==> config.mk <==
export PLATFORM = sky130hd
export DESIGN_NAME = stlsc_lists
export DESIGN_NICKNAME = d
export VERILOG_FILES = /design/src/hw/rtl/stlsc_pkg.sv /design/src/hw/rtl/stlsc_lists.sv
export VERILOG_INCLUDE_DIRS = /design/src /design/src/hw/rtl
export SDC_FILE = /design/constraint.sdc
export NUM_CORES = 1
export LEC_CHECK = 0
export BUFFER_PORTS_ARGS = -buffer_cell sky130_fd_sc_hd__buf_2
export CAP_MARGIN = 40
export CORE_ASPECT_RATIO = 1.4
export CORE_MARGIN = 2
export CORE_UTILIZATION = 30
export CTS_CLUSTER_SIZE = 8
export DETAILED_ROUTE_END_ITERATION = 12
export PLACE_DENSITY_LB_ADDON = 0.05
export SYNTH_ARGS = -nofsm -noshare
export SYNTH_HDL_FRONTEND = slang
export SYNTH_SLANG_ARGS = --single-unit
==> constraint.sdc <==
create_clock -name clk -period 2.6 [get_ports clk]
set_input_delay 0.39 -clock clk [delete_from_list [all_inputs] [get_ports clk]]
set_output_delay 0.39 -clock clk [all_outputs]
set_load 0.01 [all_outputs]
==> src/hw/rtl/shared_two_ended_list_store_core_macros.svh <==
// assertion macros shared by the list store rtl
`ifndef SHARED_TWO_ENDED_LIST_STORE_CORE_MACROS_SVH
`define SHARED_TWO_ENDED_LIST_STORE_CORE_MACROS_SVH

`ifndef ASSERT_OFF

// condition holds at every clock edge out of reset
`define STLSC_ASSERT_ALW(lbl, cond) \
  lbl: assert property (@(posedge clk) disable iff (!rst_n) (cond)) \
    else $error("stlsc check failed");

// same-cycle implication
`define STLSC_ASSERT_IMP(lbl, ante, cons) \
  lbl: assert property (@(posedge clk) disable iff (!rst_n) (ante) |-> (cons)) \
    else $error("stlsc check failed");

// next-cycle implication
`define STLSC_ASSERT_NXT(lbl, ante, cons) \
  lbl: assert property (@(posedge clk) disable iff (!rst_n) (ante) |=> (cons)) \
    else $error("stlsc check failed");

`else

`define STLSC_ASSERT_ALW(lbl, cond)
`define STLSC_ASSERT_IMP(lbl, ante, cons)
`define STLSC_ASSERT_NXT(lbl, ante, cons)

`endif

`endif

==> src/hw/rtl/stlsc_pkg.sv <==
// shared types and constants of the list store
package stlsc_pkg;

  localparam int CFG_W      = 9;
  localparam int CFG_IDX_W  = 2;
  localparam int REG_COUNT  = 3;
  localparam int HANDLE_W   = 16;
  localparam int REQ_W      = 2;
  localparam int LSEL_W     = 2;
  localparam int STATUS_W   = 2;
  localparam int OUT_CNT_W  = 9;

  typedef enum logic [REQ_W-1:0] {
    REQ_PUSH_OBJ  = 2'd0,
    REQ_REM_OBJ   = 2'd1,
    REQ_PUSH_PRIM = 2'd2,
    REQ_REM_PRIM  = 2'd3
  } req_type_t;

  typedef enum logic [STATUS_W-1:0] {
    ST_OK        = 2'd0,
    ST_FULL      = 2'd1,
    ST_NOT_FOUND = 2'd2
  } status_t;

  typedef enum logic [CFG_IDX_W-1:0] {
    REG_CAP_LIST0 = 2'd0,
    REG_CAP_LIST1 = 2'd1,
    REG_CAP_LIST2 = 2'd2
  } cfg_reg_t;

  typedef enum logic [2:0] {
    S_IDLE,
    S_EXEC,
    S_SEARCH,
    S_SHIFT,
    S_FIN
  } ctrl_state_t;

  // capacity of each list after reset, before saturation to the list depth
  function automatic logic [CFG_W-1:0] cap_reset_val(int l);
    logic [CFG_W-1:0] v;
    case (l)
      0: v = 9'd8;
      1: v = 9'd256;
      default: v = 9'd0;
    endcase
    return v;
  endfunction

endpackage

==> src/hw/rtl/stlsc_lists.sv <==
// per-list capacity, object count and primitive boundary registers
`include "shared_two_ended_list_store_core_macros.svh"

module stlsc_lists import stlsc_pkg::*; #(
  parameter int LIST_COUNT = 3,
  parameter int LIST_DEPTH = 256,
  localparam int LIST_W    = (LIST_COUNT > 1) ? $clog2(LIST_COUNT) : 1,
  localparam int CNT_W     = $clog2(LIST_DEPTH + 1)
) (
  input  logic                 clk,
  input  logic                 rst_n,
  input  logic                 cfg_we,
  input  logic [CFG_IDX_W-1:0] cfg_idx,
  input  logic [CFG_W-1:0]     cfg_data,
  input  logic [LIST_W-1:0]    rd_list,
  output logic [CNT_W-1:0]     rd_cap,
  output logic [CNT_W-1:0]     rd_cnt,
  output logic [CNT_W-1:0]     rd_bnd,
  input  logic                 upd_en,
  input  logic [LIST_W-1:0]    upd_list,
  input  logic [CNT_W-1:0]     upd_cnt,
  input  logic [CNT_W-1:0]     upd_bnd
);

  logic [CNT_W-1:0] cap_r [LIST_COUNT];
  logic [CNT_W-1:0] cnt_r [LIST_COUNT];
  logic [CNT_W-1:0] bnd_r [LIST_COUNT];
  logic             cfg_hit;
  logic [LIST_W-1:0] cfg_list;
  logic [CNT_W-1:0] cfg_cap;
  logic             rd_ok;

  // saturate a written capacity to the list depth
  function automatic logic [CNT_W-1:0] clamp_cap(logic [CFG_W-1:0] v);
    logic [CNT_W-1:0] r;
    if (32'(v) > LIST_DEPTH) begin
      r = CNT_W'(LIST_DEPTH);
    end else begin
      r = CNT_W'(v);
    end
    return r;
  endfunction

  assign cfg_hit  = cfg_we && (32'(cfg_idx) < REG_COUNT) && (32'(cfg_idx) < LIST_COUNT);
  assign cfg_list = LIST_W'(cfg_idx);
  assign cfg_cap  = clamp_cap(cfg_data);
  assign rd_ok    = 32'(rd_list) < LIST_COUNT;

  always_comb begin
    rd_cap = '0;
    rd_cnt = '0;
    rd_bnd = '0;
    if (rd_ok) begin
      rd_cap = cap_r[rd_list];
      rd_cnt = cnt_r[rd_list];
      rd_bnd = bnd_r[rd_list];
    end
  end

  always_ff @(posedge clk) begin
    if (!rst_n) begin
      for (int l = 0; l < LIST_COUNT; l++) begin
        cap_r[l] <= clamp_cap(cap_reset_val(l));
        cnt_r[l] <= '0;
        bnd_r[l] <= clamp_cap(cap_reset_val(l));
      end
    end else begin
      // a capacity write empties its list
      if (cfg_hit) begin
        cap_r[cfg_list] <= cfg_cap;
        cnt_r[cfg_list] <= '0;
        bnd_r[cfg_list] <= cfg_cap;
      end else if (upd_en) begin
        cnt_r[upd_list] <= upd_cnt;
        bnd_r[upd_list] <= upd_bnd;
      end
    end
  end

  `STLSC_ASSERT_ALW(a_l0_order, cnt_r[0] <= bnd_r[0])
  `STLSC_ASSERT_ALW(a_l0_cap, bnd_r[0] <= cap_r[0] && 32'(cap_r[0]) <= LIST_DEPTH)
  `STLSC_ASSERT_NXT(a_cfg_empties, cfg_we && cfg_idx == REG_CAP_LIST0, cnt_r[0] == '0)

endmodule

==> reports/results.ini, run 1 <==
[clocking]
clk_root_buffer_cell=sky130_fd_sc_hd__clkbuf_16
cts.htree.levels=3
cts-buffers-inserted=9
cts-hold-fix-buffers=0
clk_path_buf_depth=2
cts_repair_resize_count=0
cts_setup_buffers=0
tritoncts=built
cts_num_sinks=81
clkSlewWorstSetupHoldPaths_ps=60

[pwr]
cellPowerDensity_mw_per_mm2=718
fin_total_pwr_w=0.00333
comb_power_share_pct=10.0
power_switching_share_pct=22.1
worst_ir_drop_vdd_mv=0.327
power_frac_clock_pct=43.2
netSwitchingPower_w=0.000735
cellLeakagePower_nw=1.81
share_seq_of_total_power_pct=46.8
power_report.internal_total_w=0.00259

[global_routing]
global_route_wire_length_before_repair_mm=14.4
grt-ovfl-total=0
grt_start_max_net_pins=28
track_usage_pct=14.5
grt_pass1_vias=2546
grt_antenna_before_repair=0

[floorplanning]
floorplan.initialDensity_pct=30.7
io-pin-count=64
fp.coreArea_sq_mm=0.0123
area_of_the_die_sq_mm=0.0135
die_width_microns=98.8
floorplan.rows=48
die-height_microns=137

[synthesis]
synth-seq-cells=81
ys_seq_area_share_pct=64.4
syn_avg_cell_area_sq_um=11.7
synth_area_sq_mm=0.00378
post_synth_inst_count=323
yosysWarnings=0
synth_cell_type_count=26
synth_fp_nets=360

[critical_path]
setup.worst_path.start_class=input port
critical_path_class=in -> out
critical_path.endpoint_type=primary output
crit_fanout=27
worst_ep_arrival_time_ps=1630
crit_required_ps=2210

[detailed_routing]
drt_drc_violations_left=0
avgRoutedWirePerCell_microns=17.0
routed-via-count=2520
routed_wl_mm=9.33
drt_pass1_iterations=5
first_iter_violations=119
postRouteAntennaNets=0
via_per_inst=4.58

[timing]
worstMarginPinSlew_ps=505
post-route-worst-setup-slack_ps=578
final_setup_violation_count=0
finalHoldViolations=0
sum_of_negative_setup_slack_ps=0
timing.fmax_ghz=0.495
period_needed_ps=2020
final_worst_path_period_share_pct=77.8
timing.max_slew.rel_slack_pct=66.3
rsz0062_at_grt=false
final-max-slew-violation-count=0

[layout]
post_layout_nonfiller_instances=550
area_growth_pct=22.8
mostFrequentLayoutCells=sky130_fd_sc_hd__edfxtp_1 (81), sky130_fd_sc_hd__nor2_1 (69), sky130_fd_sc_hd__buf_2 (63), sky130_fd_sc_hd__nand2_1 (53), sky130_fd_sc_hd__mux2i_1 (36)
final_net_count=432
fill_cell_total_of_the_finished_layout=1214
final_layout_size_suffix_gt1_share_pct=27.0
diodes=0
reg_area_sq_mm=0.00243
multi_input_area_sq_mm=0.00121
final_common_cell=sky130_fd_sc_hd__edfxtp_1
final_area_sq_mm=0.00464

[placed_design]
finalWeightedCongestion=0.702
place_hpwl_mm=6.05
place_inst=534
detailed_place.area_sq_mm=0.00430
dp_worst_setup_slack_ps=502
buffer_ports.inserted=63

[run_status]
status=finished clean

[worst_hold_path]
min-delay-path-class=in -> reg

[flow_run]
timing.max_cap.violations=0

## cell type report
cell class | count | share of cell area, %
flip-flops and latches | 81 | 52.4
multi-input cells | 214 | 26.1
repair buffers | 79 | 9.39
clock buffers | 11 | 5.02
well taps | 150 | 4.05
clock inverters | 5 | 2.24
inverters | 10 | 0.809
## critical path, stage by stage
cell and delay, ps:
sky130_fd_sc_hd__buf_2 260, sky130_fd_sc_hd__nor2b_2 160, sky130_fd_sc_hd__buf_4 340, sky130_fd_sc_hd__nand2_1 80
sky130_fd_sc_hd__o21ai_0 170, sky130_fd_sc_hd__buf_2 210
## per-layer routing
metal	vias up	part of all wire (%)	track usage, %
met4	0	0.91	4.57
met2	55	51	24.2
met5	-	0	0
met3	7	4.4	3.58
met1	1201	44	18.4
li1	1257	-	-
## kinds of logic (layout without fill, tap and decap cells)
group | count (synthesis) | count (layout) | share of synthesized area [%]
DFF | 81 | 81 | 64.4
buffers and inverters | 28 | 105 | 3.78
and+or+nand+nor | 147 | 147 | 17.7
AOI/OAI and AO/OA | 31 | 31 | 4.57
muxes | 36 | 36 | 9.54
## cells in the mapped netlist, drive strengths merged
master	count	area, sq um
mux2i	36	360
and2b	1	10.0
o21ai	28	144
and2	1	6.26
nand3	4	25.0
or2b	1	7.51
buf	11	78.8
inv	10	37.5
or3b	1	8.76
edfxtp	81	2430
o211ai	1	7.51
nor2b	2	12.5
nor2	78	360
nand4	2	12.5
a21oi	1	5.00
and3b	1	8.76
nand2	53	199
nand2b	3	18.8
o32ai	1	16.3
clkbuf	7	26.3
## stage by stage
step	util [%]	hold WS, ps
final	37.7	399
after CTS	37.7	393
after detailed placement	34.9	746
after global placement	34.9	740
after global routing	37.7	408
after floorplan	-	565
## registers in the layout (all words and copies together) (netlist names)
signal and count:
bnd_r 27, cap_r 27, cnt_r 27
## final timing paths
path / startpoint / cells past startpoint / end
max: rd_list[1] / 6 / rd_cap[4]
min: upd_cnt[8] / 3 / cnt_r[0][8]
## power by group through the flow
| stage | logic, W | registers (W) | clock network (W) |
|---|---|---|---|
| 3_3_place_gp | 0.000344 | 0.00159 | 0 |
| 5_1_grt | 0.000372 | 0.00157 | 0.00153 |
| 3_5_place_dp | 0.000344 | 0.00159 | 0 |
| 4_1_cts | 0.000345 | 0.00156 | 0.00147 |
| 6_report | 0.000333 | 0.00156 | 0.00144 |
| 2_1_floorplan | 0.000199 | 0.00158 | 0 |
(Power assumes the default switching activity.)
==> run 2, diff against run 1 <==
==> constraint.sdc (replaced) <==
create_clock -name clk -period 1.9 [get_ports clk]
set_input_delay 0.285 -clock clk [delete_from_list [all_inputs] [get_ports clk]]
set_output_delay 0.285 -clock clk [all_outputs]
set_load 0.01 [all_outputs]
==> reports/results.ini, run 2 (same netlist as run 1, synthesis figures left out) <==
[layout]
multi_input_area_sq_mm=0.00122  ; was 0.00121 sq mm
fill_cell_total_of_the_finished_layout=1250  ; was 1214
reg_area_sq_mm=0.00243  ; unchanged
final_common_cell=sky130_fd_sc_hd__edfxtp_1  ; unchanged
diodes=0  ; unchanged
largest_registers=bnd_r (27), cap_r (27), cnt_r (27)  ; unchanged
area_growth_pct=26.3  ; was 22.8%
mostFrequentLayoutCells=sky130_fd_sc_hd__edfxtp_1 (81), sky130_fd_sc_hd__nor2_1 (69), sky130_fd_sc_hd__buf_2 (63), sky130_fd_sc_hd__nand2_1 (50), sky130_fd_sc_hd__mux2i_1 (36)  ; was sky130_fd_sc_hd__edfxtp_1 (81), sky130_fd_sc_hd__nor2_1 (69), sky130_fd_sc_hd__buf_2 (63), sky130_fd_sc_hd__nand2_1 (53), sky130_fd_sc_hd__mux2i_1 (36)
post_layout_nonfiller_instances=568  ; was 550
final_layout_size_suffix_gt1_share_pct=30.4  ; was 27.0%
final_net_count=451  ; was 432

[global_routing]
grt-ovfl-total=0  ; unchanged
grt_pass1_vias=2836  ; was 2546
grt_start_max_net_pins=28  ; unchanged
global_route_wire_length_before_repair_mm=15.4  ; was 14.4 mm
track_usage_pct=15.3  ; was 14.5%
grt_antenna_before_repair=0  ; unchanged

[timing]
period_needed_ps=1640
final_worst_path_period_share_pct=86.3
sum_of_negative_setup_slack_ps=0  ; unchanged
rsz0062_at_grt=false  ; unchanged
final-max-slew-violation-count=0  ; unchanged
timing.fmax_ghz=0.610
post-route-worst-setup-slack_ps=260  ; was 578 ps
timing.max_slew.rel_slack_pct=72.1  ; was 66.3%
worstMarginPinSlew_ps=407  ; was 505 ps
final_setup_violation_count=0  ; unchanged
finalHoldViolations=0  ; unchanged

[placed_design]
dp_worst_setup_slack_ps=33.2  ; was 502 ps
finalWeightedCongestion=0.719  ; was 0.702
place_inst=553  ; was 534
buffer_ports.inserted=63  ; unchanged
place_hpwl_mm=6.89  ; was 6.05 mm

[floorplanning]
io-pin-count=64  ; unchanged
area_of_the_die_sq_mm=0.0135  ; unchanged
floorplan.initialDensity_pct=30.7  ; unchanged
die_width_microns=98.8  ; unchanged
fp.coreArea_sq_mm=0.0123  ; unchanged
die-height_microns=137  ; unchanged
floorplan.rows=48  ; unchanged

[detailed_routing]
first_iter_violations=51  ; was 119
routed_wl_mm=9.71  ; was 9.33 mm
routed-via-count=2622  ; was 2520
drt_pass1_iterations=6  ; was 5
avgRoutedWirePerCell_microns=17.1  ; was 17.0 microns
drt_drc_violations_left=0  ; unchanged
postRouteAntennaNets=0  ; unchanged
via_per_inst=4.62  ; was 4.58

[pwr]
cellPowerDensity_mw_per_mm2=873  ; was 718 mW/mm^2
cellLeakagePower_nw=1.88  ; was 1.81 nW
worst_ir_drop_vdd_mv=0.407  ; was 0.327 mV

[flow_run]
timing.max_cap.violations=0  ; unchanged

[worst_hold_path]
min-delay-path-class=in -> reg  ; unchanged

[clocking]
tritoncts=built  ; unchanged
cts_repair_resize_count=0  ; unchanged
cts_setup_buffers=0  ; unchanged
cts-buffers-inserted=9  ; unchanged
cts.htree.levels=3  ; unchanged
cts-hold-fix-buffers=0  ; unchanged
clk_root_buffer_cell=sky130_fd_sc_hd__clkbuf_16  ; unchanged
clk_path_buf_depth=2  ; unchanged
clkSlewWorstSetupHoldPaths_ps=50  ; was 60 ps
cts_num_sinks=81  ; unchanged

[critical_path]
critical_path_class=in -> out  ; unchanged
crit_fanout=27  ; unchanged
crit_required_ps=1620  ; was 2210 ps
worst_ep_arrival_time_ps=1360  ; was 1630 ps
setup.worst_path.start_class=input port  ; unchanged
critical_path.endpoint_type=primary output  ; unchanged

[run_status]
status=finished clean  ; unchanged

[run 2: changes by cell type in the layout (fill, tap and decap cells not counted)]
cell,delta
sky130_fd_sc_hd__bufinv_16,-3
sky130_fd_sc_hd__clkinv_4,-1
sky130_fd_sc_hd__clkbuf_1,-1
sky130_fd_sc_hd__nand2_2,+2
sky130_fd_sc_hd__buf_12,+5
sky130_fd_sc_hd__buf_4,+14
sky130_fd_sc_hd__nand2_4,+1
sky130_fd_sc_hd__clkinvlp_4,+1
sky130_fd_sc_hd__nand2_1,-3
sky130_fd_sc_hd__clkinv_1,+3
[run 2: critical path, cell delays in order]
cell and delay [ps]:
sky130_fd_sc_hd__buf_2 220, sky130_fd_sc_hd__nor2b_2 230, sky130_fd_sc_hd__buf_12 200, sky130_fd_sc_hd__nand2_1 70, sky130_fd_sc_hd__o21ai_0 140, sky130_fd_sc_hd__buf_2 200
[run 2: metal layers]
metal / routed length [microns] / global-route usage [%] / share of wire, % / vias to the layer above
li1: - / - / - / 1299
met1: 4020 / 17.6 / 41 / 1267
met2: 5300 / 28.2 / 55 / 49
met3: 279 / 2.91 / 2.9 / 7
met4: 115 / 5.48 / 1.2 / 0
met5: 0 / 0 / 0 / -
[run 2: report_power, final]
part	total, W	leakage, nW	internal, W	switching (W)
clock network	0.00152	0.121	0.000861	0.000654
registers	0.00213	0.788	0.00210	0.0000321
logic	0.000519	0.972	0.000211	0.000308
total	0.00417	1.88	0.00317	0.000994
[run 2: layout make-up]
class                   count  share of cell area (%)
multi-input cells         214                    25.6
repair buffers             98                    13.4
inverters                  10                   0.787
well taps                 150                    3.93
clock buffers              10                    4.80
clock inverters             5                   0.498
flip-flops and latches     81                    51.0
[run 2: final timing paths]
kind / startpoint / depth (start not counted) / endpoint / slack, ps
hold / removal: cfg_idx[0] / 2 / cap_r[1][8] / 300
setup / recovery: rd_list[0] / 6 / rd_cap[4] / 260
[run 2: stage by stage]
step	utilization [%]	power [W]	hold WS, ps	instance area [sq um]
6_report	38.8	0.00417	299	4770
5_1_grt	38.8	0.00435	306	4770
4_1_cts	38.8	0.00424	289	4770
3_5_place_dp	36.7	0.00271	641	4520
3_3_place_gp	36.7	0.00270	637	4520
2_1_floorplan	-	0.00244	460	3790
==> run 3, diff against run 2 <==
--- a/config.mk
+++ b/config.mk
@@ -13,7 +13,10 @@
 export CORE_UTILIZATION = 30
 export CTS_CLUSTER_SIZE = 8
 export DETAILED_ROUTE_END_ITERATION = 12
+export GPL_TIMING_DRIVEN = 1
 export PLACE_DENSITY_LB_ADDON = 0.05
+export RECOVER_POWER = 50
 export SYNTH_ARGS = -nofsm -noshare
 export SYNTH_HDL_FRONTEND = slang
 export SYNTH_SLANG_ARGS = --single-unit
+export TNS_END_PERCENT = 50
==> reports/results.ini, run 3 (same netlist as run 1, synthesis figures left out) <==
[placed_design]
dp_worst_setup_slack_ps=39.2  ; was 33.2 ps
buffer_ports.inserted=63  ; unchanged
finalWeightedCongestion=0.704  ; was 0.719
place_hpwl_mm=6.85  ; was 6.89 mm

[timing]
final_worst_path_period_share_pct=84.6  ; was 86.3%
worstMarginPinSlew_ps=539  ; was 407 ps
timing.max_slew.rel_slack_pct=64.1  ; was 72.1%
post-route-worst-setup-slack_ps=292  ; was 260 ps
sum_of_negative_setup_slack_ps=0  ; unchanged
rsz0062_at_grt=false  ; unchanged
period_needed_ps=1610  ; was 1640 ps
finalHoldViolations=0  ; unchanged
finalHoldWorstSlack_ps=290  ; was 299 ps
final-max-slew-violation-count=0  ; unchanged
final_setup_violation_count=0  ; unchanged
timing.fmax_ghz=0.622  ; was 0.610 GHz

[floorplanning]
io-pin-count=64  ; unchanged
die-height_microns=137  ; unchanged
floorplan.rows=48  ; unchanged
fp.coreArea_sq_mm=0.0123  ; unchanged
die_width_microns=98.8  ; unchanged
area_of_the_die_sq_mm=0.0135  ; unchanged
floorplan.initialDensity_pct=30.7  ; unchanged

[global_routing]
grt.met3_usage_pct=2.15  ; was 2.91%
grt_pass1_vias=2776  ; was 2836
gr-max-usage-layer=met2  ; unchanged
track_usage_pct=15.4  ; was 15.3%
grt-ovfl-total=0  ; unchanged
grt_start_max_net_pins=19  ; was 28
global_route_wire_length_before_repair_mm=15.3  ; was 15.4 mm
grt_antenna_before_repair=0  ; unchanged
gr-usage-met1_pct=18.0  ; was 17.6%
globalRouteMet2Util_pct=28.0  ; was 28.2%

[critical_path]
critical_path.endpoint_type=primary output  ; unchanged
crit_fanout=15  ; was 27
critical_path_class=in -> out  ; unchanged
critical-path-max-stage-delay_ps=280  ; was 230 ps
timing.critical_path.max_delay_family=buffers and inverters  ; unchanged
path_common_cell=sky130_fd_sc_hd__buf_2  ; unchanged
critPathSlowestCell=sky130_fd_sc_hd__buf_2  ; was sky130_fd_sc_hd__nor2b_2
setup.worst_path.start_class=input port  ; unchanged
worst-path-buf-inv=3  ; unchanged
startpoint_of_the_most_critical_setup_path=rd_list[1]  ; was rd_list[0]
worst_path_cell_chain=buf_2 -> buf_12 -> mux2i_1 -> o21ai_0 -> buf_2  ; was buf_2 -> nor2b_2 -> buf_12 -> nand2_1 -> o21ai_0 -> buf_2
crit_required_ps=1620  ; about the same
worst_ep_arrival_time_ps=1320  ; was 1360 ps

[detailed_routing]
postRouteAntennaNets=0  ; unchanged
drt_pass1_iterations=4  ; was 6
first_iter_violations=98  ; was 51
routed_wl_mm=9.72  ; was 9.71 mm
avgRoutedWirePerCell_microns=17.1  ; about the same
drt_drc_violations_left=0  ; unchanged
routed-via-count=2582  ; was 2622
via_per_inst=4.53  ; was 4.62

[clocking]
clk_path_buf_depth=2  ; unchanged
cts_num_sinks=81  ; unchanged
cts-hold-fix-buffers=0  ; unchanged
cts-buffers-inserted=9  ; unchanged
cts.htree.levels=3  ; unchanged
clkSlewWorstSetupHoldPaths_ps=60  ; was 50 ps
cts_repair_resize_count=0  ; unchanged
clk_root_buffer_cell=sky130_fd_sc_hd__clkbuf_16  ; unchanged
cts_setup_buffers=0  ; unchanged
tritoncts=built  ; unchanged

[layout]
diodes=0  ; unchanged
final_net_count=453  ; was 451
mostFrequentLayoutCells=sky130_fd_sc_hd__edfxtp_1 (81), sky130_fd_sc_hd__nor2_1 (69), sky130_fd_sc_hd__buf_2 (61), sky130_fd_sc_hd__nand2_1 (52), sky130_fd_sc_hd__mux2i_1 (36)  ; was sky130_fd_sc_hd__edfxtp_1 (81), sky130_fd_sc_hd__nor2_1 (69), sky130_fd_sc_hd__buf_2 (63), sky130_fd_sc_hd__nand2_1 (50), sky130_fd_sc_hd__mux2i_1 (36)
area_growth_pct=26.0  ; was 26.3%
final_layout_size_suffix_gt1_share_pct=27.1  ; was 30.4%
final_common_cell=sky130_fd_sc_hd__edfxtp_1  ; unchanged
largest_registers=bnd_r (27), cap_r (27), cnt_r (27)  ; unchanged

[pwr]
cellLeakagePower_nw=1.86  ; was 1.88 nW
worst_ir_drop_vdd_mv=0.415  ; was 0.407 mV
cellPowerDensity_mw_per_mm2=910  ; was 873 mW/mm^2

[worst_hold_path]
min-delay-path-class=in -> reg  ; unchanged
hold_start=cfg_idx[0]  ; unchanged

[run_status]
status=finished clean  ; unchanged

[flow_run]
timing.max_cap.violations=0  ; unchanged

==> run 3: cell type report <==
cell class,count,area [sq um]
Clock buffer,9,225
Clock inverter,6,60.1
Fill cell,1246,7550
Inverter,10,37.5
Multi-Input combinational cell,214,1200
Sequential cell,81,2430
Tap cell,150,188
Timing Repair Buffer,100,612
==> run 3: per-stage QoR <==
| step | instance area (sq um) | power, W | utilization [%] | instances |
|---|---|---|---|---|
| floorplan | 3790 | 0.00243 | - | 323 |
| CTS | 4820 | 0.00441 | 39.1 | 570 |
| finish | 4760 | 0.00433 | 38.6 | 570 |
| global route | 4760 | 0.00451 | 38.6 | 570 |
| detailed placement | 4530 | 0.00271 | 36.8 | 555 |
| global placement | 4530 | 0.00270 | 36.8 | 555 |
==> run 3: path summary, 6_finish.rpt <==
kind                  depth (start not counted)  slack [ps]           to
worst max-delay path                          5         290    rd_bnd[0]
worst min-delay path                          2         290  cap_r[1][8]
==> run 3: power by group <==
group,internal [W],switching [W]
sequential,0.00210,0.0000309
clock,0.00100,0.000685
combinational,0.000203,0.000307
total,0.00331,0.00102
==> run 3: layer usage <==
metal	share of wire [%]	wire, microns
met4	1.8	177
met2	54	5260
met3	2.8	276
met1	41	4010
met5	0	0
