## config.mk

```make
export PLATFORM = sky130hd
export DESIGN_NAME = stlsc_seq_flat
export DESIGN_NICKNAME = d
export VERILOG_FILES = /design/src/hw/rtl/stlsc_pkg.sv /design/src/hw/rtl/stlsc_req_if.sv /design/src/hw/rtl/stlsc_rsp_if.sv /design/src/hw/rtl/stlsc_seq.sv /design/src/flat_wrapper.sv
export VERILOG_INCLUDE_DIRS = /design/src /design/src/hw/rtl
export SDC_FILE = /design/constraint.sdc
export NUM_CORES = 1
export LEC_CHECK = 0
export BUFFER_PORTS_ARGS = -buffer_cell sky130_fd_sc_hd__buf_4
export CELL_PAD_IN_SITES_DETAIL_PLACEMENT = 1
export CELL_PAD_IN_SITES_GLOBAL_PLACEMENT = 1
export CORE_UTILIZATION = 39
export CTS_BUF_LIST = sky130_fd_sc_hd__clkbuf_4 sky130_fd_sc_hd__clkbuf_8
export DETAILED_ROUTE_END_ITERATION = 10
export PLACE_DENSITY = 0.87
export SLEW_MARGIN = 20
export SYNTH_ARGS = -nofsm -noshare
export SYNTH_HDL_FRONTEND = slang
export SYNTH_SLANG_ARGS = --single-unit
```

## constraint.sdc

```tcl
create_clock -name clk -period 2.24 [get_ports clk]
set_input_delay 0 -clock clk [delete_from_list [all_inputs] [get_ports clk]]
set_output_delay 0 -clock clk [all_outputs]
set_load 0.05 [all_outputs]
```

## src/hw/rtl/shared_two_ended_list_store_core_macros.svh

```systemverilog
// assertion macros shared by the list store rtl
`ifndef SHARED_TWO_ENDED_LIST_STORE_CORE_MACROS_SVH
`define SHARED_TWO_ENDED_LIST_STORE_CORE_MACROS_SVH

`ifndef ASSERT_OFF

// condition holds at every clock edge out of reset
`define STLSC_ASSERT_ALW(lbl, cond) \
  lbl: assert property (@(posedge clk) disable iff (!rst_n) (cond)) \
    else $error("stlsc check failed");

// same-cycle implication
`define STLSC_ASSERT_IMP(lbl, ante, cons) \
  lbl: assert property (@(posedge clk) disable iff (!rst_n) (ante) |-> (cons)) \
    else $error("stlsc check failed");

// next-cycle implication
`define STLSC_ASSERT_NXT(lbl, ante, cons) \
  lbl: assert property (@(posedge clk) disable iff (!rst_n) (ante) |=> (cons)) \
    else $error("stlsc check failed");

`else

`define STLSC_ASSERT_ALW(lbl, cond)
`define STLSC_ASSERT_IMP(lbl, ante, cons)
`define STLSC_ASSERT_NXT(lbl, ante, cons)

`endif

`endif

```

## src/hw/rtl/stlsc_pkg.sv

```systemverilog
// shared types and constants of the list store
package stlsc_pkg;

  localparam int CFG_W      = 9;
  localparam int CFG_IDX_W  = 2;
  localparam int REG_COUNT  = 3;
  localparam int HANDLE_W   = 16;
  localparam int REQ_W      = 2;
  localparam int LSEL_W     = 2;
  localparam int STATUS_W   = 2;
  localparam int OUT_CNT_W  = 9;

  typedef enum logic [REQ_W-1:0] {
    REQ_PUSH_OBJ  = 2'd0,
    REQ_REM_OBJ   = 2'd1,
    REQ_PUSH_PRIM = 2'd2,
    REQ_REM_PRIM  = 2'd3
  } req_type_t;

  typedef enum logic [STATUS_W-1:0] {
    ST_OK        = 2'd0,
    ST_FULL      = 2'd1,
    ST_NOT_FOUND = 2'd2
  } status_t;

  typedef enum logic [CFG_IDX_W-1:0] {
    REG_CAP_LIST0 = 2'd0,
    REG_CAP_LIST1 = 2'd1,
    REG_CAP_LIST2 = 2'd2
  } cfg_reg_t;

  typedef enum logic [2:0] {
    S_IDLE,
    S_EXEC,
    S_SEARCH,
    S_SHIFT,
    S_FIN
  } ctrl_state_t;

  // capacity of each list after reset, before saturation to the list depth
  function automatic logic [CFG_W-1:0] cap_reset_val(int l);
    logic [CFG_W-1:0] v;
    case (l)
      0: v = 9'd8;
      1: v = 9'd256;
      default: v = 9'd0;
    endcase
    return v;
  endfunction

endpackage

```

## src/hw/rtl/stlsc_req_if.sv

```systemverilog
// request channel: valid/ready with request payload
interface stlsc_req_if import stlsc_pkg::*; ();
  logic                valid;
  logic                ready;
  logic [REQ_W-1:0]    req_type;
  logic [LSEL_W-1:0]   list_sel;
  logic [HANDLE_W-1:0] item_handle;

  modport source (output valid, req_type, list_sel, item_handle, input ready);
  modport sink   (input valid, req_type, list_sel, item_handle, output ready);
endinterface

```

## src/hw/rtl/stlsc_rsp_if.sv

```systemverilog
// result channel: valid/ready with result payload
interface stlsc_rsp_if import stlsc_pkg::*; ();
  logic                 valid;
  logic                 ready;
  logic [STATUS_W-1:0]  status;
  logic [OUT_CNT_W-1:0] object_count;
  logic [OUT_CNT_W-1:0] primitive_boundary;

  modport source (output valid, status, object_count, primitive_boundary, input ready);
  modport sink   (input valid, status, object_count, primitive_boundary, output ready);
endinterface

```

## src/hw/rtl/stlsc_seq.sv

```systemverilog
// request sequencer: push, search and compaction over the handle ram
`include "shared_two_ended_list_store_core_macros.svh"

module stlsc_seq import stlsc_pkg::*; #(
  parameter int LIST_COUNT = 3,
  parameter int LIST_DEPTH = 256,
  localparam int LIST_W    = (LIST_COUNT > 1) ? $clog2(LIST_COUNT) : 1,
  localparam int CNT_W     = $clog2(LIST_DEPTH + 1),
  localparam int IDX_W     = $clog2(LIST_DEPTH),
  localparam int ADDR_W    = $clog2(LIST_COUNT * LIST_DEPTH)
) (
  input  logic                clk,
  input  logic                rst_n,
  stlsc_req_if.sink           in_req,
  stlsc_rsp_if.source         out_rsp,
  output logic [LIST_W-1:0]   rd_list,
  input  logic [CNT_W-1:0]    rd_cap,
  input  logic [CNT_W-1:0]    rd_cnt,
  input  logic [CNT_W-1:0]    rd_bnd,
  output logic                upd_en,
  output logic [LIST_W-1:0]   upd_list,
  output logic [CNT_W-1:0]    upd_cnt,
  output logic [CNT_W-1:0]    upd_bnd,
  output logic                ram_we,
  output logic [ADDR_W-1:0]   ram_waddr,
  output logic [HANDLE_W-1:0] ram_wdata,
  output logic                ram_re,
  output logic [ADDR_W-1:0]   ram_raddr,
  input  logic [HANDLE_W-1:0] ram_rdata
);

  ctrl_state_t          state_r, state_nxt;
  req_type_t            req_r, req_nxt;
  logic [LIST_W-1:0]    list_r, list_nxt;
  logic [HANDLE_W-1:0]  hnd_r, hnd_nxt;
  logic                 inr_r, inr_nxt;
  status_t              status_r, status_nxt;
  logic [CNT_W-1:0]     wk_cnt_r, wk_cnt_nxt;
  logic [CNT_W-1:0]     wk_bnd_r, wk_bnd_nxt;
  logic [IDX_W-1:0]     rp_r, rp_nxt;
  logic [IDX_W-1:0]     dp_r, dp_nxt;
  logic [IDX_W-1:0]     end_r, end_nxt;
  logic                 rd_more_r, rd_more_nxt;
  logic                 dv_r, dv_nxt;
  logic                 out_valid_r, out_valid_nxt;
  status_t              out_status_r, out_status_nxt;
  logic [OUT_CNT_W-1:0] out_cnt_r, out_cnt_nxt;
  logic [OUT_CNT_W-1:0] out_bnd_r, out_bnd_nxt;

  logic acc;
  logic out_free;
  logic dir_up;
  logic hit;
  logic at_end;

  function automatic logic [ADDR_W-1:0] mk_addr(logic [LIST_W-1:0] l, logic [IDX_W-1:0] i);
    return ADDR_W'(ADDR_W'(l) * ADDR_W'(LIST_DEPTH) + ADDR_W'(i));
  endfunction

  assign in_req.ready = (state_r == S_IDLE);
  assign acc          = in_req.valid && in_req.ready;
  assign out_free     = !out_valid_r || out_rsp.ready;
  assign dir_up       = (req_r == REQ_REM_OBJ);
  assign hit          = dv_r && (ram_rdata == hnd_r);
  assign at_end       = dv_r && (dp_r == end_r);

  assign rd_list  = list_r;
  assign upd_list = list_r;
  assign upd_cnt  = wk_cnt_r;
  assign upd_bnd  = wk_bnd_r;

  assign out_rsp.valid              = out_valid_r;
  assign out_rsp.status             = out_status_r;
  assign out_rsp.object_count       = out_cnt_r;
  assign out_rsp.primitive_boundary = out_bnd_r;

  // next state
  always_comb begin
    state_nxt = state_r;
    case (state_r)
      S_IDLE: begin
        if (acc) begin
          state_nxt = S_EXEC;
        end
      end
      S_EXEC: begin
        if (inr_r && ((req_r == REQ_REM_OBJ && rd_cnt != '0) ||
                      (req_r == REQ_REM_PRIM && rd_bnd != rd_cap))) begin
          state_nxt = S_SEARCH;
        end else begin
          state_nxt = S_FIN;
        end
      end
      S_SEARCH: begin
        if (at_end) begin
          state_nxt = S_FIN;
        end else if (hit) begin
          state_nxt = S_SHIFT;
        end
      end
      S_SHIFT: begin
        if (at_end) begin
          state_nxt = S_FIN;
        end
      end
      S_FIN: begin
        if (out_free) begin
          state_nxt = S_IDLE;
        end
      end
      default: state_nxt = S_IDLE;
    endcase
  end

  // datapath and memory control
  always_comb begin
    req_nxt        = req_r;
    list_nxt       = list_r;
    hnd_nxt        = hnd_r;
    inr_nxt        = inr_r;
    status_nxt     = status_r;
    wk_cnt_nxt     = wk_cnt_r;
    wk_bnd_nxt     = wk_bnd_r;
    rp_nxt         = rp_r;
    dp_nxt         = dp_r;
    end_nxt        = end_r;
    rd_more_nxt    = rd_more_r;
    dv_nxt         = dv_r;
    out_valid_nxt  = out_valid_r && !out_rsp.ready;
    out_status_nxt = out_status_r;
    out_cnt_nxt    = out_cnt_r;
    out_bnd_nxt    = out_bnd_r;
    upd_en         = 1'b0;
    ram_we         = 1'b0;
    ram_waddr      = mk_addr(list_r, dp_r);
    ram_wdata      = hnd_r;
    ram_re         = 1'b0;
    ram_raddr      = mk_addr(list_r, rp_r);
    case (state_r)
      S_IDLE: begin
        if (acc) begin
          req_nxt  = req_type_t'(in_req.req_type);
          list_nxt = LIST_W'(in_req.list_sel);
          hnd_nxt  = in_req.item_handle;
          inr_nxt  = 32'(in_req.list_sel) < LIST_COUNT;
        end
      end
      S_EXEC: begin
        wk_cnt_nxt  = rd_cnt;
        wk_bnd_nxt  = rd_bnd;
        status_nxt  = ST_OK;
        dv_nxt      = 1'b0;
        rd_more_nxt = 1'b0;
        if (!inr_r) begin
          // no such list: behaves as an empty list of capacity zero
          status_nxt = req_r[0] ? ST_NOT_FOUND : ST_FULL;
          wk_cnt_nxt = '0;
          wk_bnd_nxt = '0;
        end else begin
          case (req_r)
            REQ_PUSH_OBJ: begin
              if (rd_cnt >= rd_bnd) begin
                status_nxt = ST_FULL;
              end else begin
                ram_we     = 1'b1;
                ram_waddr  = mk_addr(list_r, IDX_W'(rd_cnt));
                wk_cnt_nxt = CNT_W'(rd_cnt + 1'b1);
              end
            end
            REQ_PUSH_PRIM: begin
              if (rd_bnd <= rd_cnt) begin
                status_nxt = ST_FULL;
              end else begin
                ram_we     = 1'b1;
                ram_waddr  = mk_addr(list_r, IDX_W'(rd_bnd - 1'b1));
                wk_bnd_nxt = CNT_W'(rd_bnd - 1'b1);
              end
            end
            REQ_REM_OBJ: begin
              if (rd_cnt == '0) begin
                status_nxt = ST_NOT_FOUND;
              end else begin
                rp_nxt      = '0;
                end_nxt     = IDX_W'(rd_cnt - 1'b1);
                rd_more_nxt = 1'b1;
              end
            end
            REQ_REM_PRIM: begin
              if (rd_bnd == rd_cap) begin
                status_nxt = ST_NOT_FOUND;
              end else begin
                rp_nxt      = IDX_W'(rd_cap - 1'b1);
                end_nxt     = IDX_W'(rd_bnd);
                rd_more_nxt = 1'b1;
              end
            end
            default: status_nxt = ST_OK;
          endcase
        end
      end
      S_SEARCH, S_SHIFT: begin
        // one read issued per cycle, compared or moved in the next cycle
        ram_re = rd_more_r;
        dv_nxt = rd_more_r;
        dp_nxt = rp_r;
        if (rd_more_r) begin
          if (rp_r == end_r) begin
            rd_more_nxt = 1'b0;
          end else if (dir_up) begin
            rp_nxt = IDX_W'(rp_r + 1'b1);
          end else begin
            rp_nxt = IDX_W'(rp_r - 1'b1);
          end
        end
        if (state_r == S_SEARCH) begin
          if (at_end && !hit) begin
            status_nxt = ST_NOT_FOUND;
          end else if (at_end) begin
            if (dir_up) begin
              wk_cnt_nxt = CNT_W'(wk_cnt_r - 1'b1);
            end else begin
              wk_bnd_nxt = CNT_W'(wk_bnd_r + 1'b1);
            end
          end
        end else if (dv_r) begin
          // close the gap: each entry moves one slot toward the match
          ram_we    = 1'b1;
          ram_wdata = ram_rdata;
          if (dir_up) begin
            ram_waddr = mk_addr(list_r, IDX_W'(dp_r - 1'b1));
          end else begin
            ram_waddr = mk_addr(list_r, IDX_W'(dp_r + 1'b1));
          end
          if (at_end) begin
            if (dir_up) begin
              wk_cnt_nxt = CNT_W'(wk_cnt_r - 1'b1);
            end else begin
              wk_bnd_nxt = CNT_W'(wk_bnd_r + 1'b1);
            end
          end
        end
      end
      S_FIN: begin
        upd_en = inr_r;
        if (out_free) begin
          out_valid_nxt  = 1'b1;
          out_status_nxt = status_r;
          out_cnt_nxt    = OUT_CNT_W'(wk_cnt_r);
          out_bnd_nxt    = OUT_CNT_W'(wk_bnd_r);
        end
      end
      default: begin
        rd_more_nxt = 1'b0;
      end
    endcase
  end

  always_ff @(posedge clk) begin
    if (!rst_n) begin
      state_r     <= S_IDLE;
      out_valid_r <= 1'b0;
      rd_more_r   <= 1'b0;
      dv_r        <= 1'b0;
    end else begin
      state_r     <= state_nxt;
      out_valid_r <= out_valid_nxt;
      rd_more_r   <= rd_more_nxt;
      dv_r        <= dv_nxt;
    end
  end

  always_ff @(posedge clk) begin
    req_r        <= req_nxt;
    list_r       <= list_nxt;
    hnd_r        <= hnd_nxt;
    inr_r        <= inr_nxt;
    status_r     <= status_nxt;
    wk_cnt_r     <= wk_cnt_nxt;
    wk_bnd_r     <= wk_bnd_nxt;
    rp_r         <= rp_nxt;
    dp_r         <= dp_nxt;
    end_r        <= end_nxt;
    out_status_r <= out_status_nxt;
    out_cnt_r    <= out_cnt_nxt;
    out_bnd_r    <= out_bnd_nxt;
  end

  `STLSC_ASSERT_IMP(a_no_rw_clash, ram_we && ram_re, ram_waddr != ram_raddr)
  `STLSC_ASSERT_IMP(a_we_phase, ram_we, state_r == S_EXEC || state_r == S_SHIFT)
  `STLSC_ASSERT_NXT(a_accept_exec, in_req.valid && in_req.ready, state_r == S_EXEC)
  `STLSC_ASSERT_IMP(a_shift_fed, state_r == S_SHIFT, dv_r)

endmodule

```

## src/flat_wrapper.sv

```systemverilog
// flat-port wrapper written by rule: the top's interface ports become plain ports
module stlsc_seq_flat import stlsc_pkg::*;
#(
  parameter int LIST_COUNT = 3,
  parameter int LIST_DEPTH = 256,
  localparam int LIST_W    = (LIST_COUNT > 1) ? $clog2(LIST_COUNT) : 1,
  localparam int CNT_W     = $clog2(LIST_DEPTH + 1),
  localparam int IDX_W     = $clog2(LIST_DEPTH),
  localparam int ADDR_W    = $clog2(LIST_COUNT * LIST_DEPTH)
)
  (clk, rst_n, rd_list, rd_cap, rd_cnt, rd_bnd, upd_en, upd_list, upd_cnt, upd_bnd, ram_we, ram_waddr, ram_wdata, ram_re, ram_raddr, ram_rdata, in_req_valid, in_req_req_type, in_req_list_sel, in_req_item_handle, in_req_ready, out_rsp_valid, out_rsp_status, out_rsp_object_count, out_rsp_primitive_boundary, out_rsp_ready);
  stlsc_req_if in_req_i ();
  stlsc_rsp_if out_rsp_i ();
  input  logic clk;
  input  logic rst_n;
  output logic [LIST_W-1:0] rd_list;
  input  logic [CNT_W-1:0] rd_cap;
  input  logic [CNT_W-1:0] rd_cnt;
  input  logic [CNT_W-1:0] rd_bnd;
  output logic upd_en;
  output logic [LIST_W-1:0] upd_list;
  output logic [CNT_W-1:0] upd_cnt;
  output logic [CNT_W-1:0] upd_bnd;
  output logic ram_we;
  output logic [ADDR_W-1:0] ram_waddr;
  output logic [HANDLE_W-1:0] ram_wdata;
  output logic ram_re;
  output logic [ADDR_W-1:0] ram_raddr;
  input  logic [HANDLE_W-1:0] ram_rdata;
  input wire logic [$bits(in_req_i.valid)-1:0] in_req_valid;
  input wire logic [$bits(in_req_i.req_type)-1:0] in_req_req_type;
  input wire logic [$bits(in_req_i.list_sel)-1:0] in_req_list_sel;
  input wire logic [$bits(in_req_i.item_handle)-1:0] in_req_item_handle;
  output wire logic [$bits(in_req_i.ready)-1:0] in_req_ready;
  output wire logic [$bits(out_rsp_i.valid)-1:0] out_rsp_valid;
  output wire logic [$bits(out_rsp_i.status)-1:0] out_rsp_status;
  output wire logic [$bits(out_rsp_i.object_count)-1:0] out_rsp_object_count;
  output wire logic [$bits(out_rsp_i.primitive_boundary)-1:0] out_rsp_primitive_boundary;
  input wire logic [$bits(out_rsp_i.ready)-1:0] out_rsp_ready;
  assign in_req_i.valid = in_req_valid;
  assign in_req_i.req_type = in_req_req_type;
  assign in_req_i.list_sel = in_req_list_sel;
  assign in_req_i.item_handle = in_req_item_handle;
  assign in_req_ready = in_req_i.ready;
  assign out_rsp_valid = out_rsp_i.valid;
  assign out_rsp_status = out_rsp_i.status;
  assign out_rsp_object_count = out_rsp_i.object_count;
  assign out_rsp_primitive_boundary = out_rsp_i.primitive_boundary;
  assign out_rsp_i.ready = out_rsp_ready;
  stlsc_seq #(.LIST_COUNT(LIST_COUNT), .LIST_DEPTH(LIST_DEPTH)) u_core (.clk(clk), .rst_n(rst_n), .in_req(in_req_i), .out_rsp(out_rsp_i), .rd_list(rd_list), .rd_cap(rd_cap), .rd_cnt(rd_cnt), .rd_bnd(rd_bnd), .upd_en(upd_en), .upd_list(upd_list), .upd_cnt(upd_cnt), .upd_bnd(upd_bnd), .ram_we(ram_we), .ram_waddr(ram_waddr), .ram_wdata(ram_wdata), .ram_re(ram_re), .ram_raddr(ram_raddr), .ram_rdata(ram_rdata));
endmodule
```

==> results <==
- The flow ran to the end, but the final reports show violations.
- The largest area contributor in the synthesized netlist is sky130_fd_sc_hd__edfxtp_1.
- Of the total power, registers draw 0.436.
- The DRC violation total after the first TritonRoute iteration is around 360.
- Of the total synthesized cell area, the portion taken by XOR and XNOR cells is 0.1382.
- The later-pin clock latency in the skew report is 0.39 ns.
- The final instance count without filler cells is approximately 1000.
- The end of the worst register-to-register path is u_core.rp_r[3].
- Ranked by total cell area, the synthesized netlist is headed by sky130_fd_sc_hd__edfxtp_1, sky130_fd_sc_hd__xnor2_1, sky130_fd_sc_hd__ha_1.
- Across the VDD grid, the largest voltage drop is 0.0002639 V.
- The count of endpoints failing hold in the final timing report was 0.
- The worst hold path depth is 3.
- The clock transition at the registers of the reported paths is approximately 0.090 ns.
- The met2 track demand over resource in global routing is 0.4807.
- In the post-route analysis, the smallest setup slack over all paths is -0.5937 ns.
- The post-synthesis compound-gate area fraction is 0.1399.
- The met1 global-route usage is 0.3457.
- For this design the total switching power over the nets is 1.691 mW.
- The hold path startpoint is rd_cap[6].
- Synthesis inferred 91 register bits.
- For this configuration, the core starts out at a cell density of 0.3974.
- The relative contribution of combinational cells to total power is 0.353.
- In this run, placement finished with an instance count of 967.
- Summed over all cells, the static leakage comes to 3.501 nW.
- The worst min-delay path class is primary input to flop.
- The critical path required time is ~2.2 ns.
- The final cell utilization of the core is 0.5795.
- Setup repair after global routing could not meet its margin everywhere.
- The number of cell instances on the worst register-to-register path is 11.
- The iteration count of the initial detailed-routing pass is 8.
- Setup violations remaining at the end of the flow were counted as 31.
- The internal power consumption is 3.095 mW.
- The critical-path maximum fanout is 5.
- The number of global-route vias before repair is 5929.
- The cell count after synthesis came out at 576.
- Of the synthesized area, sequential elements account for 0.4440.
- After synthesis, the largest family of logic cells by area is compound AO/OA/AOI/OAI gates.
- The routed layout has approximately 5700 vias.
- The switching share of power is 0.3533.
- The H-tree was split into 3 levels.
- The post-detailed-route DRC marker count is 1.
- Measured against its own limit, the worst slew margin works out to 0.5315.
- Setup slack on the worst reg-to-reg path comes out at -0.23 ns.
- The element type at the critical path end is a primary output.
- The detailed-route vias per instance is 5.611.
- The fraction of final layout cells sized beyond drive strength 1 is 0.4024.
- The post-synthesis net count is 672.
- The most used flip-flop cell after synthesis is sky130_fd_sc_hd__edfxtp_1.
- From synthesis to final layout, the design area changed by 45.81%.
- The average footprint of a synthesized cell is 10.45 um2.
- The total congestion overflow after global routing is 0.
- TritonCTS built the clock tree.
- The number of placed I/O pins is 150.
- The number of enable-type register cells in the synthesized netlist is 85.
- The clock tree root buffer cell is sky130_fd_sc_hd__clkbuf_8.
- The count of buffers added on input and output ports is between 100 and 150.
- The synthesized netlist occupies a cell area of 6020 um2.
- Of the available clock period, the critical path in the final layout requires 1.265.
- The final RePlAce weighted congestion is 0.9665.
- The die covers approximately 16000 um2.
- The maximum number of pins on one net before global-route repair is 25.
- The first-pass GRT wire length is roughly 33000 um.
- On the final layout, the worst clock skew is 0.01533 ns.
- The number of max-slew violations in the final report is 0.
- The sink of the worst hold path is u_core.rp_r[6].
- The antenna cell count is 0.
- The detail-routed net length per standard cell is 22.09 um.
- The final reports fail on design-rule violations, negative setup slack.
- The clock net in this run drives a total of 91 sinks.
- The number of nets in the layout is 922.
- The region available for standard cell placement spans 15150 um2.
- The simple logic cell fraction of the synthesized area is 0.1309.
- Of the total synthesized cell area, the portion taken by full adders, half adders and majority gates is 0.06277.
- Yosys printed 0 warnings.
- The layer with the highest usage after global routing is met2.
- The fraction of synthesized cell area taken by the top area cell type is 0.4240.
- Synthesis instantiated 59 different standard cells from the library.
- The share of total power dissipated in the clock network is 0.211.
- The fraction of met3 tracks used by global routing is 0.04248.
- Once detail routing completed, the nets flagged for antenna violations numbered 0.
- The tool flagged a number of max-cap violations equal to 0.
- For this run, the top clock speed supported by timing is 352.9 MHz.
- Measured along the y axis, the die boundary spans 126.2 um.
- At the placement stage, the worst setup path has a slack of -0.3019 ns.
- The number of cell rows is between 40 and 50.
- The number of buffers created by CTS is 9.
- After layout, the minimum clock period comes to 2.834 ns.
- The total power consumption of the routed design is 4.786 mW.
- The commonest cells after synthesis are sky130_fd_sc_hd__edfxtp_1, sky130_fd_sc_hd__xnor2_1, sky130_fd_sc_hd__nand2_1.
- The number of antenna violations at the first check in global routing was 0.
- The start-to-end type of the worst setup path is flop to primary output.
- The half-perimeter wire length after detailed placement is 16320 um.
- The worst setup path is launched from a flop.
- Power spread over the standard cell area amounts to between 500 and 600 nW/um2.
- The clock passes through at most 2 buffers.
- The pin slew with the least headroom to its limit is 0.7001 ns.
- The most frequent cell after synthesis is sky130_fd_sc_hd__edfxtp_1.
- The die boundary width is 126.2 um.
- The total global routing track utilization is 0.2736.
- The async set-reset flop share out of synthesis is 0.
- For this block, the routed nets add up to 22490 um of wire.
- The mux cell area share after synthesis is 0.03991.
- The worst flop-to-flop path startpoint is u_core.req_r[0].
- The signal arrival time at the worst endpoint is 2.83 ns.
## registers in the layout (all words and copies together) (netlist names)
register,count
u_core.rd_more_r,1
u_core.rp_r,8
u_core.state_r,3
u_core.upd_bnd,9
u_core.out_rsp.status,2
u_core.inr_r,1
u_core.end_r,8
u_core.upd_cnt,9
u_core.status_r,2
u_core.dp_r,8
u_core.rd_list,2
u_core.out_rsp.valid,1
u_core.hnd_r,16
u_core.out_rsp.object_count,9
u_core.dv_r,1
u_core.out_rsp.primitive_boundary,9
u_core.req_r,2
## layout by cell type (no fill, tap or decap), types with 4 or more instances in the layout
cell                              n
sky130_fd_sc_hd__a21oi_1         20
sky130_fd_sc_hd__o21ai_0         11
sky130_fd_sc_hd__buf_6           14
sky130_fd_sc_hd__clkbuf_8         9
sky130_fd_sc_hd__nand2b_1         5
sky130_fd_sc_hd__dfxtp_1          5
sky130_fd_sc_hd__inv_1           28
sky130_fd_sc_hd__o211ai_1         9
sky130_fd_sc_hd__edfxtp_1        85
sky130_fd_sc_hd__nand2_1         40
sky130_fd_sc_hd__xnor2_1         64
sky130_fd_sc_hd__and2_1           6
sky130_fd_sc_hd__a21o_1           5
sky130_fd_sc_hd__o311ai_0         4
sky130_fd_sc_hd__o22ai_1         16
sky130_fd_sc_hd__mux2i_1          6
sky130_fd_sc_hd__a21oi_2          7
sky130_fd_sc_hd__buf_4          229
sky130_fd_sc_hd__a31oi_1          4
sky130_fd_sc_hd__nor4_1           5
sky130_fd_sc_hd__nor2_1          35
sky130_fd_sc_hd__ha_4             5
sky130_fd_sc_hd__mux2_2          16
sky130_fd_sc_hd__ha_1            22
sky130_fd_sc_hd__a211oi_1         4
sky130_fd_sc_hd__nor3_1          10
sky130_fd_sc_hd__nand3_1         15
sky130_fd_sc_hd__xor2_1          28
sky130_fd_sc_hd__dlygate4sd3_1   24
sky130_fd_sc_hd__nand4_1          8
## metal layers
layer	routed length, um	vias to the layer above
li1	-	2614
met1	9420	2859
met2	11530	208
met3	1106	31
met4	430	0
met5	0	-
## cell families (layout without fill, tap and decap cells)
family                     after synthesis  count (layout)
and+or+nand+nor                        156             156
AOI/OAI and AO/OA                      121             121
xor gates and xnor gates                95              95
DFF                                     91              91
buffers and inverters                   62             316
adders and majority gates               29              29
muxes                                   22              22
## metrics by stage
step / instance area (um2) / hold WS [ns] / setup TNS [ns]
floorplan: 6142 / 0.09887 / -0.9090
CTS: 8486 / 0.007391 / -2.815
finish: 8777 / 0.03484 / -6.158
global placement: 7993 / 0.1786 / -0.6463
global route: 8777 / 0.03314 / -9.325
detailed placement: 7993 / 0.1793 / -2.338
## how the worst max path moves through the flow
stage,from,endpoint,slack (ns),cells after the start
3_3_place_gp,u_core.req_r[0],ram_waddr[7],-0.15,11
2_1_floorplan,u_core.req_r[0],ram_waddr[6],-0.39,10
4_1_cts,u_core.req_r[0],ram_waddr[7],-0.51,11
3_5_place_dp,u_core.req_r[1],u_core.rp_r[7],-0.30,10
6_report,u_core.req_r[0],ram_waddr[6],-0.59,11
5_1_grt,u_core.req_r[0],ram_waddr[6],-0.69,11
## power by group through the flow
stage                     Clock [mW]  Sequential (mW)  Combinational (mW)
after floorplan                    0             2.26               0.746
after global placement             0             2.11                1.43
after detailed placement           0             2.12                1.50
after CTS                       1.01             2.08                1.57
after global routing            1.08             2.10                1.78
final                           1.01             2.09                1.69
## cell type report
type	count	area [um2]
clock buffers	11	138.9
clock inverters	4	18.77
fillers	1639	6369
inverters	30	116.4
multi-input cells	423	3407
flip-flops and latches	91	2674
well taps	188	235.2
repair buffers	271	2187
## timing repair
action	4_1_cts	5_1_grt
pin swaps	12	20
setup buffers	4	10
endpoints found under the hold margin	28	1
hold buffers	23	1
setup endpoints to repair	26	76
resized for setup	24	44
## critical path, cell delays in order (launching register included)
cell	delay (ns)
sky130_fd_sc_hd__edfxtp_1	0.49
sky130_fd_sc_hd__nand2_8	0.12
sky130_fd_sc_hd__clkinvlp_4	0.13
sky130_fd_sc_hd__buf_6	0.17
sky130_fd_sc_hd__fa_2	0.37
sky130_fd_sc_hd__a21o_1	0.18
sky130_fd_sc_hd__a21oi_2	0.15
sky130_fd_sc_hd__o21bai_1	0.10
sky130_fd_sc_hd__a21oi_2	0.14
sky130_fd_sc_hd__xor2_1	0.09
sky130_fd_sc_hd__o211ai_1	0.24
sky130_fd_sc_hd__buf_4	0.24
(Power assumes the default switching activity.)
